`src/rtl/evpsr_pkg.sv`:
```
// evpsr_pkg: shared types, constants and helpers of the ev pilot state relay controller
// used by every module of the block; depends on nothing

package evpsr_pkg;

  // field and storage widths
  localparam int ADC_BITS             = 12;
  localparam int CAPTURE_BITS         = 16;
  localparam int FILTER_FRACTION_BITS = 8;
  localparam int FILT_W               = ADC_BITS + FILTER_FRACTION_BITS;
  localparam int FREQ_W               = 20;
  localparam int DUTY_W               = 7;
  localparam int CUR_W                = 6;
  localparam int CFG_W                = 16;
  localparam int CFG_IDX_W            = 3;
  localparam int CMP_W                = FILT_W + 3;

  // one megahertz over the period in microseconds
  localparam int FREQ_NUM = 1000000;
  localparam int DUTY_MAX = 100;

  // period / 100 as multiply by reciprocal, exact for 16 bit periods
  localparam int P100_SHIFT = 23;
  localparam int P100_MUL   = (1 << P100_SHIFT) / 100 + 1;
  localparam int P100_MUL_W = 17;
  localparam int P100_W     = 10;

  // filter sum / 10 as multiply by reciprocal, exact below 2^24
  localparam int ACC_W      = FILT_W + 4;
  localparam int TEN_SHIFT  = 27;
  localparam int TEN_MUL    = (1 << TEN_SHIFT) / 10 + 1;
  localparam int TEN_MUL_W  = 24;

  // duty * 6 / 10, exact for duty up to 100
  localparam int CUR_MUL    = 205;
  localparam int CUR_SHIFT  = 11;
  localparam int SIX_W      = 10;

  // filter reset value: 1 V in counts, scaled by the fraction bits
  localparam int ONE_VOLT_COUNTS = (10 << ADC_BITS) / 33;
  localparam logic [FILT_W-1:0] FILT_RESET = FILT_W'(ONE_VOLT_COUNTS << FILTER_FRACTION_BITS);

  // register reset values
  localparam logic [ADC_BITS-1:0]     PILOT_STEP_RST   = ADC_BITS'(895);
  localparam logic [ADC_BITS-1:0]     PILOT_WINDOW_RST = ADC_BITS'(597);
  localparam logic [ADC_BITS-1:0]     PROX_OPEN_RST    = ADC_BITS'(3599);
  localparam logic [ADC_BITS-1:0]     PROX_PRESSED_RST = ADC_BITS'(2234);
  localparam logic [ADC_BITS-1:0]     PROX_LATCHED_RST = ADC_BITS'(1117);
  localparam logic [ADC_BITS-1:0]     PROX_WINDOW_RST  = ADC_BITS'(621);
  localparam logic [CAPTURE_BITS-1:0] NOM_FREQ_RST     = CAPTURE_BITS'(1000);
  localparam logic [CAPTURE_BITS-1:0] FREQ_TOL_RST     = CAPTURE_BITS'(10);

  typedef enum logic [CFG_IDX_W-1:0] {
    CFG_PILOT_STEP   = 3'd0,
    CFG_PILOT_WINDOW = 3'd1,
    CFG_PROX_OPEN    = 3'd2,
    CFG_PROX_PRESSED = 3'd3,
    CFG_PROX_LATCHED = 3'd4,
    CFG_PROX_WINDOW  = 3'd5,
    CFG_NOM_FREQ     = 3'd6,
    CFG_FREQ_TOL     = 3'd7
  } evpsr_cfg_idx_t;

  typedef enum logic [1:0] {
    CMD_PROX    = 2'd0,
    CMD_CAPTURE = 2'd1,
    CMD_TIMEOUT = 2'd2,
    CMD_RELAY   = 2'd3
  } evpsr_cmd_t;

  typedef enum logic [2:0] {
    PIL_NONE     = 3'd0,
    PIL_STANDBY  = 3'd1,
    PIL_DETECTED = 3'd2,
    PIL_CHARGE   = 3'd3,
    PIL_VENT     = 3'd4
  } evpsr_pilot_t;

  typedef enum logic [1:0] {
    PROX_UNPLUGGED = 2'd0,
    PROX_PRESSED   = 2'd1,
    PROX_LATCHED   = 2'd2
  } evpsr_prox_t;

  typedef struct packed {
    evpsr_cmd_t              command;
    logic [CAPTURE_BITS-1:0] period_us;
    logic [CAPTURE_BITS-1:0] high_us;
    logic [ADC_BITS-1:0]     sample;
    logic                    vent_request;
  } evpsr_in_t;

  typedef struct packed {
    evpsr_pilot_t      pilot_state;
    evpsr_prox_t       prox_state;
    logic [2:0]        relays;
    logic [FREQ_W-1:0] frequency_hz;
    logic [DUTY_W-1:0] duty_percent;
    logic [CUR_W-1:0]  charge_current_a;
  } evpsr_out_t;

  typedef enum logic [3:0] {
    ST_IDLE,
    ST_PROX,
    ST_MEAS,
    ST_FDIV,
    ST_DDIV,
    ST_FSUM,
    ST_FMUL,
    ST_FWR,
    ST_CLASS,
    ST_RESULT
  } evpsr_state_t;

  // controller to datapath
  typedef struct packed {
    logic capture;
    logic prox_upd;
    logic meas_clr;
    logic p100_ld;
    logic div_start;
    logic div_sel_duty;
    logic freq_ld;
    logic duty_ld;
    logic duty_clr;
    logic filt_sum;
    logic filt_mul;
    logic filt_wr;
    logic class_ld;
    logic out_ld;
  } evpsr_dp_cmd_t;

  // datapath to controller
  typedef struct packed {
    evpsr_cmd_t cmd;
    logic       latched;
    logic       period_zero;
    logic       p100_zero;
    logic       div_done;
  } evpsr_dp_sts_t;

  // c - w <= v <= c + w without wrap
  function automatic logic near_level(input logic [CMP_W-1:0] v,
                                      input logic [CMP_W-1:0] c,
                                      input logic [CMP_W-1:0] w);
    logic [CMP_W-1:0] vw;
    logic [CMP_W-1:0] cw;
    vw = v + w;
    cw = c + w;
    return (vw >= c) && (v <= cw);
  endfunction

endpackage

```
`src/rtl/evpsr_div.sv`:
```
// evpsr_div: restoring divider, one quotient bit per cycle
// depends on evpsr_pkg for widths

module evpsr_div (
  input  logic                              clk,
  input  logic                              rst_n,
  input  logic                              start,
  input  logic [evpsr_pkg::FREQ_W-1:0]       dividend,
  input  logic [evpsr_pkg::CAPTURE_BITS-1:0] divisor,
  output logic                              done,
  output logic [evpsr_pkg::FREQ_W-1:0]       quotient
);

  localparam int QW    = evpsr_pkg::FREQ_W;
  localparam int RW    = evpsr_pkg::CAPTURE_BITS;
  localparam int CNT_W = $clog2(QW + 1);

  logic [CNT_W-1:0] cnt_r;
  logic             busy_r;
  logic             done_r;
  logic [RW-1:0]    rem_r;
  logic [QW-1:0]    quo_r;
  logic [RW-1:0]    dvs_r;

  logic [RW:0]      trial;
  logic [RW:0]      diff;
  logic             ge;

  assign trial = {rem_r, quo_r[QW-1]};
  assign diff  = trial - {1'b0, dvs_r};
  assign ge    = trial >= {1'b0, dvs_r};

  always_ff @(posedge clk) begin
    if (!rst_n) begin
      busy_r <= 1'b0;
      done_r <= 1'b0;
      cnt_r  <= '0;
    end else begin
      done_r <= 1'b0;
      if (start) begin
        busy_r <= 1'b1;
        cnt_r  <= CNT_W'(QW);
      end else if (busy_r) begin
        cnt_r <= cnt_r - 1'b1;
        if (cnt_r == CNT_W'(1)) begin
          busy_r <= 1'b0;
          done_r <= 1'b1;
        end
      end
    end
  end

  always_ff @(posedge clk) begin
    if (start) begin
      rem_r <= '0;
      quo_r <= dividend;
      dvs_r <= divisor;
    end else if (busy_r) begin
      rem_r <= ge ? diff[RW-1:0] : trial[RW-1:0];
      quo_r <= {quo_r[QW-2:0], ge};
    end
  end

  assign done     = done_r;
  assign quotient = quo_r;

endmodule

```
`src/rtl/evpsr_dp.sv`:
```
// evpsr_dp: datapath with registers, state, filter, classifiers and result register
// depends on evpsr_pkg and evpsr_div

module evpsr_dp (
  input  logic                             clk,
  input  logic                             rst_n,
  input  evpsr_pkg::evpsr_in_t             in_data,
  input  logic                             cfg_we,
  input  logic [evpsr_pkg::CFG_IDX_W-1:0]  cfg_index,
  input  logic [evpsr_pkg::CFG_W-1:0]      cfg_wdata,
  input  evpsr_pkg::evpsr_dp_cmd_t         cmd,
  output evpsr_pkg::evpsr_dp_sts_t         sts,
  output evpsr_pkg::evpsr_out_t            out_data
);

  localparam int AW  = evpsr_pkg::ADC_BITS;
  localparam int CW  = evpsr_pkg::CAPTURE_BITS;
  localparam int FW  = evpsr_pkg::FILT_W;
  localparam int QW  = evpsr_pkg::FREQ_W;
  localparam int DW  = evpsr_pkg::DUTY_W;
  localparam int UW  = evpsr_pkg::CUR_W;
  localparam int MW  = evpsr_pkg::CMP_W;
  localparam int FB  = evpsr_pkg::FILTER_FRACTION_BITS;
  localparam int SW  = AW + 3;
  localparam int PMW = CW + evpsr_pkg::P100_MUL_W;
  localparam int TMW = evpsr_pkg::ACC_W + evpsr_pkg::TEN_MUL_W;
  localparam int CMW = evpsr_pkg::SIX_W + 8;

  // configuration
  logic [AW-1:0] pilot_step_r, pilot_window_r;
  logic [AW-1:0] prox_open_r, prox_pressed_r, prox_latched_r, prox_window_r;
  logic [CW-1:0] nom_freq_r, freq_tol_r;

  // captured item
  evpsr_pkg::evpsr_cmd_t cmd_r;
  logic [CW-1:0]         period_r, high_r;
  logic [AW-1:0]         sample_r;
  logic                  vent_r;

  // block state
  logic [AW-1:0]               prox_level_r;
  logic [FW-1:0]               filt_r;
  logic [QW-1:0]               freq_r;
  logic [DW-1:0]               duty_r;
  logic [UW-1:0]               cur_r;
  logic [2:0]                  relay_r;
  evpsr_pkg::evpsr_prox_t      prox_state_r;
  evpsr_pkg::evpsr_pilot_t     pilot_state_r;

  // work registers
  logic [evpsr_pkg::P100_W-1:0] p100_r;
  logic [evpsr_pkg::ACC_W-1:0]  acc_r;
  logic [TMW-1:0]               prod_r;
  evpsr_pkg::evpsr_out_t        out_r;

  // configuration writes
  always_ff @(posedge clk) begin
    if (!rst_n) begin
      pilot_step_r   <= evpsr_pkg::PILOT_STEP_RST;
      pilot_window_r <= evpsr_pkg::PILOT_WINDOW_RST;
      prox_open_r    <= evpsr_pkg::PROX_OPEN_RST;
      prox_pressed_r <= evpsr_pkg::PROX_PRESSED_RST;
      prox_latched_r <= evpsr_pkg::PROX_LATCHED_RST;
      prox_window_r  <= evpsr_pkg::PROX_WINDOW_RST;
      nom_freq_r     <= evpsr_pkg::NOM_FREQ_RST;
      freq_tol_r     <= evpsr_pkg::FREQ_TOL_RST;
    end else if (cfg_we) begin
      unique case (evpsr_pkg::evpsr_cfg_idx_t'(cfg_index))
        evpsr_pkg::CFG_PILOT_STEP:   pilot_step_r   <= cfg_wdata[AW-1:0];
        evpsr_pkg::CFG_PILOT_WINDOW: pilot_window_r <= cfg_wdata[AW-1:0];
        evpsr_pkg::CFG_PROX_OPEN:    prox_open_r    <= cfg_wdata[AW-1:0];
        evpsr_pkg::CFG_PROX_PRESSED: prox_pressed_r <= cfg_wdata[AW-1:0];
        evpsr_pkg::CFG_PROX_LATCHED: prox_latched_r <= cfg_wdata[AW-1:0];
        evpsr_pkg::CFG_PROX_WINDOW:  prox_window_r  <= cfg_wdata[AW-1:0];
        evpsr_pkg::CFG_NOM_FREQ:     nom_freq_r     <= cfg_wdata[CW-1:0];
        evpsr_pkg::CFG_FREQ_TOL:     freq_tol_r     <= cfg_wdata[CW-1:0];
        default: ;
      endcase
    end
  end

  // proximity classification from the level after this item
  logic [AW-1:0]          prox_src;
  evpsr_pkg::evpsr_prox_t prox_cls;

  assign prox_src = (cmd_r == evpsr_pkg::CMD_PROX) ? sample_r : prox_level_r;

  always_comb begin
    if (evpsr_pkg::near_level(MW'(prox_src), MW'(prox_open_r), MW'(prox_window_r))) begin
      prox_cls = evpsr_pkg::PROX_UNPLUGGED;
    end else if (evpsr_pkg::near_level(MW'(prox_src), MW'(prox_pressed_r),
                                       MW'(prox_window_r))) begin
      prox_cls = evpsr_pkg::PROX_PRESSED;
    end else if (evpsr_pkg::near_level(MW'(prox_src), MW'(prox_latched_r),
                                       MW'(prox_window_r))) begin
      prox_cls = evpsr_pkg::PROX_LATCHED;
    end else begin
      prox_cls = evpsr_pkg::PROX_UNPLUGGED;
    end
  end

  // divider, shared by frequency and duty
  logic [QW-1:0] div_dvd;
  logic [CW-1:0] div_dvs;
  logic          div_done;
  logic [QW-1:0] div_q;

  assign div_dvd = cmd.div_sel_duty ? QW'(high_r) : QW'(evpsr_pkg::FREQ_NUM);
  assign div_dvs = cmd.div_sel_duty ? CW'(p100_r) : period_r;

  evpsr_div u_div (
    .clk      (clk),
    .rst_n    (rst_n),
    .start    (cmd.div_start),
    .dividend (div_dvd),
    .divisor  (div_dvs),
    .done     (div_done),
    .quotient (div_q)
  );

  // period / 100
  logic [PMW-1:0] p100_prod;
  assign p100_prod = PMW'(period_r) * PMW'(evpsr_pkg::P100_MUL);

  // duty saturation and current
  logic [DW-1:0]                   duty_sat;
  logic [evpsr_pkg::SIX_W-1:0]     six_duty;
  logic [CMW-1:0]                  cur_prod;

  assign duty_sat = (div_q > QW'(evpsr_pkg::DUTY_MAX)) ? DW'(evpsr_pkg::DUTY_MAX)
                                                        : div_q[DW-1:0];
  assign six_duty = evpsr_pkg::SIX_W'(duty_sat) * evpsr_pkg::SIX_W'(6);
  assign cur_prod = CMW'(six_duty) * CMW'(evpsr_pkg::CUR_MUL);

  // filter sum: sample scaled up plus nine times old value
  logic [evpsr_pkg::ACC_W-1:0] filt_acc;
  assign filt_acc = (evpsr_pkg::ACC_W'(sample_r) << FB)
                  + (evpsr_pkg::ACC_W'(filt_r) << 3)
                  + evpsr_pkg::ACC_W'(filt_r);

  // pilot classification against 0, 3, 6, 9 and 12 volt levels
  logic [SW-1:0]           step1, step2, step3, step4;
  logic [MW-1:0]           pwin;
  logic                    n0, n1, n2, n3, n4, fz, fok;
  evpsr_pkg::evpsr_pilot_t pil_cls;

  assign step1 = SW'(pilot_step_r);
  assign step2 = SW'(pilot_step_r) << 1;
  assign step3 = (SW'(pilot_step_r) << 1) + SW'(pilot_step_r);
  assign step4 = SW'(pilot_step_r) << 2;
  assign pwin  = MW'(pilot_window_r) << FB;

  assign n0  = evpsr_pkg::near_level(MW'(filt_r), '0, pwin);
  assign n1  = evpsr_pkg::near_level(MW'(filt_r), MW'(step1) << FB, pwin);
  assign n2  = evpsr_pkg::near_level(MW'(filt_r), MW'(step2) << FB, pwin);
  assign n3  = evpsr_pkg::near_level(MW'(filt_r), MW'(step3) << FB, pwin);
  assign n4  = evpsr_pkg::near_level(MW'(filt_r), MW'(step4) << FB, pwin);
  assign fz  = (freq_r == '0);
  assign fok = evpsr_pkg::near_level(MW'(freq_r), MW'(nom_freq_r), MW'(freq_tol_r));

  always_comb begin
    if (n0) begin
      pil_cls = evpsr_pkg::PIL_NONE;
    end else if ((n4 && fz) || (n3 && fz)) begin
      pil_cls = evpsr_pkg::PIL_STANDBY;
    end else if (n3 && fok) begin
      pil_cls = evpsr_pkg::PIL_DETECTED;
    end else if (n2 && fok) begin
      pil_cls = evpsr_pkg::PIL_CHARGE;
    end else if (n1 && fok) begin
      pil_cls = evpsr_pkg::PIL_VENT;
    end else begin
      pil_cls = evpsr_pkg::PIL_NONE;
    end
  end

  // relay update
  logic [2:0] relay_nxt;

  always_comb begin
    relay_nxt = relay_r;
    if (cmd_r == evpsr_pkg::CMD_RELAY) begin
      if (prox_state_r != evpsr_pkg::PROX_LATCHED) begin
        relay_nxt = 3'b000;
      end else begin
        case (pilot_state_r)
          evpsr_pkg::PIL_STANDBY:  relay_nxt = relay_r | 3'b001;
          evpsr_pkg::PIL_DETECTED: relay_nxt = relay_r | 3'b010;
          evpsr_pkg::PIL_CHARGE:   relay_nxt = vent_r ? (relay_r | 3'b100)
                                                      : (relay_r & 3'b011);
          evpsr_pkg::PIL_VENT:     relay_nxt = vent_r ? relay_r : (relay_r & 3'b011);
          default:                 relay_nxt = 3'b000;
        endcase
      end
    end
  end

  // control-visible state
  always_ff @(posedge clk) begin
    if (!rst_n) begin
      prox_level_r  <= '0;
      filt_r        <= evpsr_pkg::FILT_RESET;
      freq_r        <= '0;
      duty_r        <= '0;
      cur_r         <= '0;
      relay_r       <= '0;
      prox_state_r  <= evpsr_pkg::PROX_UNPLUGGED;
      pilot_state_r <= evpsr_pkg::PIL_NONE;
    end else begin
      if (cmd.prox_upd) begin
        if (cmd_r == evpsr_pkg::CMD_PROX) begin
          prox_level_r <= sample_r;
        end
        prox_state_r <= prox_cls;
      end
      if (cmd.meas_clr) begin
        freq_r <= '0;
        duty_r <= '0;
        cur_r  <= '0;
      end
      if (cmd.freq_ld) begin
        freq_r <= div_q;
      end
      if (cmd.duty_clr) begin
        duty_r <= '0;
        cur_r  <= '0;
      end
      if (cmd.duty_ld) begin
        duty_r <= duty_sat;
        cur_r  <= cur_prod[evpsr_pkg::CUR_SHIFT +: UW];
      end
      if (cmd.filt_wr) begin
        filt_r <= prod_r[evpsr_pkg::TEN_SHIFT +: FW];
      end
      if (cmd.class_ld) begin
        pilot_state_r <= pil_cls;
      end
      if (cmd.out_ld) begin
        relay_r <= relay_nxt;
      end
    end
  end

  // payload registers
  always_ff @(posedge clk) begin
    if (cmd.capture) begin
      cmd_r    <= in_data.command;
      period_r <= in_data.period_us;
      high_r   <= in_data.high_us;
      sample_r <= in_data.sample;
      vent_r   <= in_data.vent_request;
    end
    if (cmd.p100_ld) begin
      p100_r <= p100_prod[evpsr_pkg::P100_SHIFT +: evpsr_pkg::P100_W];
    end
    if (cmd.filt_sum) begin
      acc_r <= filt_acc;
    end
    if (cmd.filt_mul) begin
      prod_r <= TMW'(acc_r) * TMW'(evpsr_pkg::TEN_MUL);
    end
    if (cmd.out_ld) begin
      out_r.pilot_state      <= pilot_state_r;
      out_r.prox_state       <= prox_state_r;
      out_r.relays           <= relay_nxt;
      out_r.frequency_hz     <= freq_r;
      out_r.duty_percent     <= duty_r;
      out_r.charge_current_a <= cur_r;
    end
  end

  assign sts.cmd         = cmd_r;
  assign sts.latched     = (prox_state_r == evpsr_pkg::PROX_LATCHED);
  assign sts.period_zero = (period_r == '0);
  assign sts.p100_zero   = (p100_r == '0);
  assign sts.div_done    = div_done;

  assign out_data = out_r;

endmodule

```
`src/rtl/evpsr_ctrl.sv`:
```
// evpsr_ctrl: sequencer for one item at a time plus result handshake
// depends on evpsr_pkg

module evpsr_ctrl (
  input  logic                     clk,
  input  logic                     rst_n,
  input  logic                     in_valid,
  output logic                     in_ready,
  output logic                     out_valid,
  input  logic                     out_ready,
  input  evpsr_pkg::evpsr_dp_sts_t sts,
  output evpsr_pkg::evpsr_dp_cmd_t cmd
);

  evpsr_pkg::evpsr_state_t state_r, state_nxt;
  logic                    out_valid_r;
  logic                    slot_free;

  assign slot_free = !out_valid_r || out_ready;

  always_ff @(posedge clk) begin
    if (!rst_n) begin
      state_r     <= evpsr_pkg::ST_IDLE;
      out_valid_r <= 1'b0;
    end else begin
      state_r <= state_nxt;
      if (cmd.out_ld) begin
        out_valid_r <= 1'b1;
      end else if (out_ready) begin
        out_valid_r <= 1'b0;
      end
    end
  end

  // next state
  always_comb begin
    state_nxt = state_r;
    unique case (state_r)
      evpsr_pkg::ST_IDLE: begin
        if (in_valid) state_nxt = evpsr_pkg::ST_PROX;
      end
      evpsr_pkg::ST_PROX: state_nxt = evpsr_pkg::ST_MEAS;
      evpsr_pkg::ST_MEAS: begin
        if (!sts.latched) begin
          state_nxt = evpsr_pkg::ST_CLASS;
        end else begin
          case (sts.cmd)
            evpsr_pkg::CMD_CAPTURE: state_nxt = sts.period_zero ? evpsr_pkg::ST_FSUM
                                                                : evpsr_pkg::ST_FDIV;
            evpsr_pkg::CMD_TIMEOUT: state_nxt = evpsr_pkg::ST_FSUM;
            default:                state_nxt = evpsr_pkg::ST_CLASS;
          endcase
        end
      end
      evpsr_pkg::ST_FDIV: begin
        if (sts.div_done) begin
          state_nxt = sts.p100_zero ? evpsr_pkg::ST_FSUM : evpsr_pkg::ST_DDIV;
        end
      end
      evpsr_pkg::ST_DDIV: begin
        if (sts.div_done) state_nxt = evpsr_pkg::ST_FSUM;
      end
      evpsr_pkg::ST_FSUM:  state_nxt = evpsr_pkg::ST_FMUL;
      evpsr_pkg::ST_FMUL:  state_nxt = evpsr_pkg::ST_FWR;
      evpsr_pkg::ST_FWR:   state_nxt = evpsr_pkg::ST_CLASS;
      evpsr_pkg::ST_CLASS: state_nxt = evpsr_pkg::ST_RESULT;
      evpsr_pkg::ST_RESULT: begin
        if (slot_free) state_nxt = evpsr_pkg::ST_IDLE;
      end
      default: state_nxt = evpsr_pkg::ST_IDLE;
    endcase
  end

  // outputs
  always_comb begin
    cmd      = '0;
    in_ready = 1'b0;
    unique case (state_r)
      evpsr_pkg::ST_IDLE: begin
        in_ready    = 1'b1;
        cmd.capture = in_valid;
      end
      evpsr_pkg::ST_PROX: cmd.prox_upd = 1'b1;
      evpsr_pkg::ST_MEAS: begin
        if (!sts.latched) begin
          cmd.meas_clr = 1'b1;
        end else begin
          case (sts.cmd)
            evpsr_pkg::CMD_CAPTURE: begin
              if (sts.period_zero) begin
                cmd.meas_clr = 1'b1;
              end else begin
                cmd.div_start = 1'b1;
                cmd.p100_ld   = 1'b1;
              end
            end
            evpsr_pkg::CMD_TIMEOUT: cmd.meas_clr = 1'b1;
            default: ;
          endcase
        end
      end
      evpsr_pkg::ST_FDIV: begin
        if (sts.div_done) begin
          cmd.freq_ld = 1'b1;
          if (sts.p100_zero) begin
            cmd.duty_clr = 1'b1;
          end else begin
            cmd.div_start    = 1'b1;
            cmd.div_sel_duty = 1'b1;
          end
        end
      end
      evpsr_pkg::ST_DDIV: begin
        cmd.div_sel_duty = 1'b1;
        cmd.duty_ld      = sts.div_done;
      end
      evpsr_pkg::ST_FSUM:   cmd.filt_sum = 1'b1;
      evpsr_pkg::ST_FMUL:   cmd.filt_mul = 1'b1;
      evpsr_pkg::ST_FWR:    cmd.filt_wr  = 1'b1;
      evpsr_pkg::ST_CLASS:  cmd.class_ld = 1'b1;
      evpsr_pkg::ST_RESULT: cmd.out_ld   = slot_free;
      default: ;
    endcase
  end

  assign out_valid = out_valid_r;

endmodule

```
`src/rtl/ev_pilot_state_relay_controller.sv`:
```
// ev_pilot_state_relay_controller: top level of the vehicle side control pilot block
// instantiates evpsr_ctrl and evpsr_dp; types and constants from evpsr_pkg
//
//  port group  direction  handshake              payload
//  in_*        input      in_valid / in_ready    evpsr_in_t  (command, capture, adc sample)
//  out_*       output     out_valid / out_ready  evpsr_out_t (states, relays, measurements)
//  cfg_*       input      cfg_we, no wait        cfg_index selects one of eight registers
//
// one item at a time; prox samples, relay updates and unlatched items skip the filter
// and divider, a timeout or zero-period capture runs the filter, a capture with a period
// under 100 us adds a frequency pass through the shared divider and a full capture a
// second pass for duty; the result sits in an output register, so the next item is
// taken while it waits; a stalled output only holds the sequencer in its final step
// reset is synchronous, active low and restores config, state and handshake registers

module ev_pilot_state_relay_controller (
  input  logic                            clk,
  input  logic                            rst_n,
  input  logic                            in_valid,
  output logic                            in_ready,
  input  evpsr_pkg::evpsr_in_t            in_data,
  output logic                            out_valid,
  input  logic                            out_ready,
  output evpsr_pkg::evpsr_out_t           out_data,
  input  logic                            cfg_we,
  input  logic [evpsr_pkg::CFG_IDX_W-1:0] cfg_index,
  input  logic [evpsr_pkg::CFG_W-1:0]     cfg_wdata
);

  // command and status between sequencer and datapath
  evpsr_pkg::evpsr_dp_cmd_t dp_cmd;
  evpsr_pkg::evpsr_dp_sts_t dp_sts;

  // sequencer: accept, walk through measure / filter / classify, load result
  evpsr_ctrl u_ctrl (
    .clk       (clk),
    .rst_n     (rst_n),
    .in_valid  (in_valid),
    .in_ready  (in_ready),
    .out_valid (out_valid),
    .out_ready (out_ready),
    .sts       (dp_sts),
    .cmd       (dp_cmd)
  );

  // datapath: config registers, state, divider, filter and classifiers
  evpsr_dp u_dp (
    .clk       (clk),
    .rst_n     (rst_n),
    .in_data   (in_data),
    .cfg_we    (cfg_we),
    .cfg_index (cfg_index),
    .cfg_wdata (cfg_wdata),
    .cmd       (dp_cmd),
    .sts       (dp_sts),
    .out_data  (out_data)
  );

endmodule
```
`config.mk`:
```
export PLATFORM = sky130hd
export DESIGN_NAME = ev_pilot_state_relay_controller
export DESIGN_NICKNAME = d
export VERILOG_FILES = /design/src/rtl/evpsr_pkg.sv /design/src/rtl/evpsr_div.sv /design/src/rtl/evpsr_dp.sv /design/src/rtl/evpsr_ctrl.sv /design/src/rtl/ev_pilot_state_relay_controller.sv
export SDC_FILE = /design/constraint.sdc
export NUM_CORES = 2
export LEC_CHECK = 0
export BUFFER_PORTS_ARGS = -buffer_cell sky130_fd_sc_hd__buf_4
export CELL_PAD_IN_SITES_DETAIL_PLACEMENT = 1
export CELL_PAD_IN_SITES_GLOBAL_PLACEMENT = 2
export CORE_MARGIN = 5
export CORE_UTILIZATION = 45
export CTS_BUF_LIST = sky130_fd_sc_hd__clkbuf_8
export CTS_CLUSTER_SIZE = 20
export DETAILED_ROUTE_END_ITERATION = 8
export GPL_TIMING_DRIVEN = 0
export HOLD_SLACK_MARGIN = 0.12
export PLACE_DENSITY = 0.95
export SYNTH_ARGS = -nofsm -noshare
export SYNTH_HDL_FRONTEND = slang
export SYNTH_SLANG_ARGS = --single-unit
```
`constraint.sdc`:
```
create_clock -name clk -period 16.4 [get_ports clk]
set_input_delay 0.82 -clock clk [delete_from_list [all_inputs] [get_ports clk]]
set_output_delay 0.82 -clock clk [all_outputs]
set_load 0.05 [all_outputs]
```
; Yosys cells after proc, flatten, opt, wreduce, memory -nomap -nowiden
; Cells that the tools add are included.
; Widths: inputs -> output; s select.
[classes]
eq_ne = 30
n_bitwise = 2
n_reduce_logical = 38
add_sub_neg = 16
mux = 69
n_lt_le_gt_ge = 20
mul = 4
[ops]
columns = op, count
row1 = $le 20x23->1, 5
row2 = $mux 20, 5
row3 = $ge 23x12->1, 3
row4 = $le 12x23->1, 3
row5 = $add 12x12->13, 4
row6 = $mul 24x24->47 const B, 1
row7 = $add 20x20->21, 2
row8 = $pmux 4 s10, 1
row9 = $mul 16x17->33 const B, 1
row10 = $mux 3, 11
row11 = $mux 7, 4
row12 = $add 20x23->24, 1
row13 = $add 24x20->24, 1
row14 = $add 22x20->23, 1
row15 = $add 23x20->23, 1
row16 = $ge 23x1->1 const B, 1
row17 = $ge 23x16->1, 1
row18 = $ge 23x20->1, 1
row19 = $ge 23x21->1, 1
row20 = $ge 23x22->1, 1
row21 = $ge 23x23->1, 1
row22 = $add 21x20->22, 1
row23 = $mux 1, 22
row24 = $add 20x16->21, 1
row25 = 47 further kinds, 105
[word_totals]
regBits = 410
word_cells = 219
in_bits = 71
out_inout_bits = 43

; Longest topological paths before layout
[depth]
depth_word = 9
mapped_depth = 30
mapped_depth_nobuf = 30

; Hierarchy
; From an unflattened synthesis, not the netlist that was laid out.
[unflattened]
cells_unflattened = 4433
area_unflattened_um2 = 43180.2
[modules_own_cells]
columns = module, seq_area_each_um2, cells_each, area_each_um2, instances
row1 = evpsr_dp, 7807.5, 4059, 39384.0, 1
row2 = evpsr_div, 1541.5, 291, 3203.1, 1
row3 = evpsr_ctrl, 100.1, 83, 593.1, 1

; Least setup slack after synthesis
; OpenSTA, ideal clock, no wires.
[synth_path]
path_type = reg2reg
from = register u_dp.u_div.quo_r[19] (netlist: u_dp.u_div.quotient[19])
to = register u_dp.cur_r[5]
period_less_slack_ps = 6450
path_buffers = 0
required_time_ps = 16283
arrival_ps = 6332
path_slack_ps = 9950
setup_ps = 117
stages_incl_launch_ff = 29
cell_sequence = edfxtp_1 > nor4_1 > nand4_1 > a31oi_2 > nand2b_1 > fa_1 > a21o_1 > a21oi_1 > o21bai_1 > a21oi_1 > xor2_1 > inv_1 > ha_1 > inv_1 > fa_1 > inv_1 > fa_1 > inv_1 > fa_1 > inv_1 > ha_1 > and3_1 > a21oi_1 > o21ai_1 > o41a_1 > a21o_1 > a21oi_1 > xnor2_1 > a32o_1
[synth_between]
elab_chain_len = 5
[synth_lines]
columns = element, line_no
row1 = from (decl), evpsr_div.sv:22  ; logic [QW-1:0] quo_r;
row2 = from (signal assigned), evpsr_div.sv:56  ; quo_r <= dividend;
row3 = from (signal assigned), evpsr_div.sv:60  ; quo_r <= {quo_r[QW-2:0], ge};
row4 = $gt 20x7->1, evpsr_dp.sv:130  ; assign duty_sat = (div_q > QW'(evpsr_pkg::DUTY_MAX)) ? DW'(evpsr_pkg::DUTY_MAX)
row5 = $mux 7, evpsr_dp.sv:130
row6 = $mul 7x2->9, evpsr_dp.sv:132  ; assign six_duty = evpsr_pkg::SIX_W'(duty_sat) * evpsr_pkg::SIX_W'(6);
row7 = $mul 9x8->16, evpsr_dp.sv:133  ; assign cur_prod = CMW'(six_duty) * CMW'(evpsr_pkg::CUR_MUL);
row8 = $mux 6, evpsr_dp.sv:228  ; if (cmd.duty_ld) begin
row9 = to (signal assigned), evpsr_dp.sv:230  ; cur_r <= cur_prod[evpsr_pkg::CUR_SHIFT +: UW];
row10 = to (decl), evpsr_dp.sv:45  ; logic [UW-1:0] cur_r;
; Every way passes these cells.
; A chain may end at the register's enable or synchronous reset.

; Worst setup path after layout
[layout_path]
from = register u_dp.acc_r[2] in the netlist's numbering
to = register u_dp.prod_r[46] (data pin)
[layout_between]
elab_chain_len = 1
[layout_lines]
columns = element, line_no
row1 = from (decl), evpsr_dp.sv:52  ; logic [evpsr_pkg::ACC_W-1:0] acc_r;
row2 = from (signal assigned), evpsr_dp.sv:257  ; acc_r <= filt_acc;
row3 = $mul 24x24->47, evpsr_dp.sv:260  ; prod_r <= TMW'(acc_r) * TMW'(evpsr_pkg::TEN_MUL);
row4 = to (signal assigned), evpsr_dp.sv:260
row5 = to (decl), evpsr_dp.sv:53  ; logic [TMW-1:0] prod_r;
; Every way passes these cells.

==> results by group <==
Worst setup path
  – Reg-to-Reg End: u_dp.prod_r[46]$_DFFE_PP_
  – Critical Path Sink Type: flip-flop
  – CP required: 16.91 ns
  – R2r setup slk: 8.44 ns
  – Crit path kind: reg2reg
  – Max FO, Critical Path: 9
  – Setup crit start kind: flip-flop
  – Worst Path Arrival: 8.47 ns
  – Reg2reg start: u_dp.acc_r[2]$_DFFE_PP_
  – R2r worst-path depth: 22
  – Critical path origin: u_dp.acc_r[2]$_DFFE_PP_

Floorplan
  – Starting Density: 45.4%
  – DIE AREA: 0.100 mm²
  – Die Y: 317 µm
  – Die X: 317 µm
  – Core area: 0.0935 mm²
  – Row Count: 112
  – I/O pins: 114

Global route
  – Grt ovf: 0
  – Largest net degree at the start of global routing: 48
  – Global-route usage over all layers: 25.7%
  – Vias in the first global route: 36100
  – First-pass GRT wire length: 202000 µm
  – Initial antenna violation count: 6

Pwr
  – Static Leak: 22.1 nW
  – Max VDD drop: 0.249 mV
  – Clk pwr share: 13.1%
  – Pwr Density: 164 mW/mm²
  – Internal power: 4.01 mW
  – Sw Pwr: 3.59 mW
  – Combinational fraction of design power: 70.3%
  – Sw Share: 47.2%
  – Sequential share of power: 16.6%
  – Overall power: 7.60 mW

STA
  – Slew headroom: 10.3%
  – Fin crit period: 7.96 ns
  – Slew Limit Fails: 0
  – Worst-case clock skew: 0.0278 ns
  – RSZ-0062 raised after global routing: false
  – Final hold violations: 0
  – F_max: 0.126 GHz
  – Setup_tns: 0 ns
  – Final setup violation count: 0
  – Slew @ Worst Pin: 1.33 ns
  – Hold_ws: 0.280 ns
  – Tcrit/Tclk final: 48.5%

Place
  – DP Wirelength: 106000 µm
  – Final GP Congestion: 0.911
  – DP Area: 0.0448 mm²
  – IO buf count: 99
  – Placed cells: 5744

Final layout
  – Area Overhead vs Synth: 9.18%
  – Multi-input gate area: 0.0300 mm²
  – # nets final: 5832
  – Fin cells: 5878
  – Layout cells sized above 1: 6.10%
  – Storage element area: 0.00945 mm²
  – Design area: 0.0463 mm²
  – Number of fill cells: 10700

CTS
  – Max Root-Sink Buffers: 3
  – Clk_lat worst skew: 0.71 ns
  – Clock-pin transition on the worst setup and hold timing paths: 0.06 ns
  – Clk sink count: 383
  – Setup Fix Bufs, Post-CTS: 0
  – CTS tree: yes
  – Post-CTS Resized: 0
  – H-tree depth: 3
  – Total CTS buffers: 72
  – Root Buffer: clkbuf_8
  – # hold bufs at CTS: 0

Outcome
  – Status: complete, no violations

Synthesis
  – YS warnings: 0
  – Mapped Area: 0.0424 mm²
  – FF+latch count, synth: 383
  – Register area share after synthesis: 22.3%
  – Leading area contributor after synthesis: ha_1
  – Count leader, synth: ha_1
  – Mapped Cells: 4389
  – Post-synth top cells: ha_1, inv_1, fa_1, nand2_1, dfxtp_1
  – Synth Flop Type: dfxtp_1
  – Post-synth cell types: 89
  – Syn_nets: 5657
  – Top-area cell type share of the netlist area: 24.8%
  – EDFF count, synth: 178
  – Top post-synthesis cells by area: ha_1, fa_1, edfxtp_1, dfxtp_1, inv_1
  – Syn Area/Cell: 9.66 µm²
  – Async SR Flop Fraction: 0%

Drt
  – # DRC: 0
  – Pre-antenna DRT Iters: 5
  – Post-DR vias/cell: 5.62
  – DRT iter0 DRCs: 1570
  – Antenna viol nets, final: 0
  – Routed len/inst: 21.9 µm
  – Via Count: 33000
  – Routed Wire Length: 129000 µm

Hold path
  – Worst hold stages: 1
  – Worst Hold Path EP: u_dp.high_r[13]$_DFFE_PP_
  – Worst hold start: in_data[26]
  – Tightest Hold Check Type: in2reg

Job
  – Max-Cap Viols: 0
==> how the worst max path moves through the flow <==
stage                            endpoint  slack [ns]
2_1_floorplan  u_dp.cur_r[5]$_SDFFE_PN0P_        9.95
3_3_place_gp    u_dp.prod_r[46]$_DFFE_PP_        8.55
5_1_grt         u_dp.prod_r[46]$_DFFE_PP_        8.02
4_1_cts         u_dp.prod_r[46]$_DFFE_PP_        8.37
6_report        u_dp.prod_r[46]$_DFFE_PP_        8.44
3_5_place_dp    u_dp.prod_r[46]$_DFFE_PP_        8.42
==> through the flow <==
step	worst slack, ns	util [%]
after CTS	8.37	49.5
final	8.44	49.5
after global routing	8.02	49.5
after global placement	8.55	47.8
after detailed placement	8.42	47.9
after floorplan	9.95	-
==> critical path: stages, from the launching register on <==
cell and delay [ns]:
edfxtp_1 0.63, ha_1 0.52, fa_1 0.56, inv_1 0.07, fa_1 0.55, inv_1 0.06, fa_1 0.56, inv_1 0.07
fa_1 0.53, fa_1 0.56, inv_1 0.06, fa_1 0.49, ha_1 0.25, a211o_1 0.27, a21oi_1 0.37, nand4bb_1 0.28
o2111ai_1 0.51, nand2_1 0.22, a21oi_1 0.39, o21ai_0 0.24, o21ai_0 0.25, a21oi_1 0.10, a31oi_1 0.22
==> layout make-up <==
class	instances	share of cell area, %
Sequential cell	383	20.4
Antenna cell	1	0.00540
Timing Repair Buffer	101	1.68
Clock inverter	47	0.759
Multi-Input combinational cell	3228	64.8
Buffer	82	0.724
Inverter	696	5.64
Clock buffer	86	2.56
Tap cell	1254	3.39
==> flip-flops by register name (all words and copies together) (netlist names), 16 cells and up <==
| signal | cells |
|---|---|
| u_dp.u_div.rem_r | 16 |
| u_dp.acc_r | 24 |
| u_dp.high_r | 16 |
| u_dp.u_div.dvs_r | 16 |
| u_dp.freq_tol_r | 16 |
| u_dp.out_data | 41 |
| u_dp.u_div.quotient | 20 |
| u_dp.prod_r | 20 |
| u_dp.filt_r | 20 |
| u_dp.nom_freq_r | 16 |
| u_dp.freq_r | 20 |
| u_dp.period_r | 16 |
==> layer usage <==
layer	part of all wire, %	GRT usage, %	vias to the layer above
met5	0	0	-
met4	3.0	7.92	0
met3	3.8	2.71	210
met2	50	46.1	649
met1	43	32.7	16700
li1	-	-	15500
==> logic make-up (layout without fill, tap and decap cells) <==
kind of cell	count (synthesis)	count (layout)	share of synthesized area, %
adders and majority gates	1197	1197	41.6
and+or+nand+nor	960	960	10.7
AOI/OAI and AO/OA	844	844	13.6
xor gates and xnor gates	198	198	4.11
buffers and inverters	778	1012	6.95
other	0	1	0
muxes	29	29	0.752
DFF	383	383	22.3
==> power groups by stage <==
| stage | registers (mW) | clock network (mW) | logic [mW] |
|---|---|---|---|
| after CTS | 1.26 | 1.01 | 5.43 |
| final | 1.26 | 0.994 | 5.35 |
| after global routing | 1.26 | 1.06 | 6.12 |
| after global placement | 1.28 | 0 | 4.97 |
| after floorplan | 1.24 | 0 | 3.77 |
| after detailed placement | 1.28 | 0 | 5.35 |
==> cells in the final DEF (no fill, tap or decap), types with 9 or more instances in the layout <==
master | netlist | final
xor2_1 | 86 | 86
a22oi_1 | 10 | 10
xnor2_1 | 111 | 111
or3_1 | 14 | 14
o21a_1 | 56 | 56
clkbuf_8 | 0 | 86
nor3_1 | 47 | 46
o2111ai_1 | 12 | 12
a31oi_1 | 17 | 17
or2_2 | 13 | 13
buf_4 | 4 | 103
fa_1 | 358 | 358
a21boi_0 | 109 | 109
nand3_1 | 82 | 82
dfxtp_1 | 205 | 205
a21oi_1 | 204 | 204
a211o_1 | 9 | 9
o211ai_1 | 59 | 59
o21bai_1 | 30 | 30
nand2_1 | 350 | 350
or4_1 | 10 | 10
mux2_2 | 23 | 23
clkbuf_1 | 66 | 66
inv_1 | 695 | 717
nand2b_1 | 33 | 33
edfxtp_1 | 178 | 178
a22o_1 | 13 | 13
nand4_1 | 44 | 44
nor2b_1 | 77 | 77
and2_1 | 26 | 24
nor4_1 | 21 | 21
a2111oi_0 | 12 | 12
a21o_1 | 76 | 76
ha_1 | 839 | 839
nor2_1 | 199 | 199
a211oi_1 | 23 | 23
o21ai_0 | 121 | 121
and3_1 | 27 | 27
(Power assumes the default switching activity.)
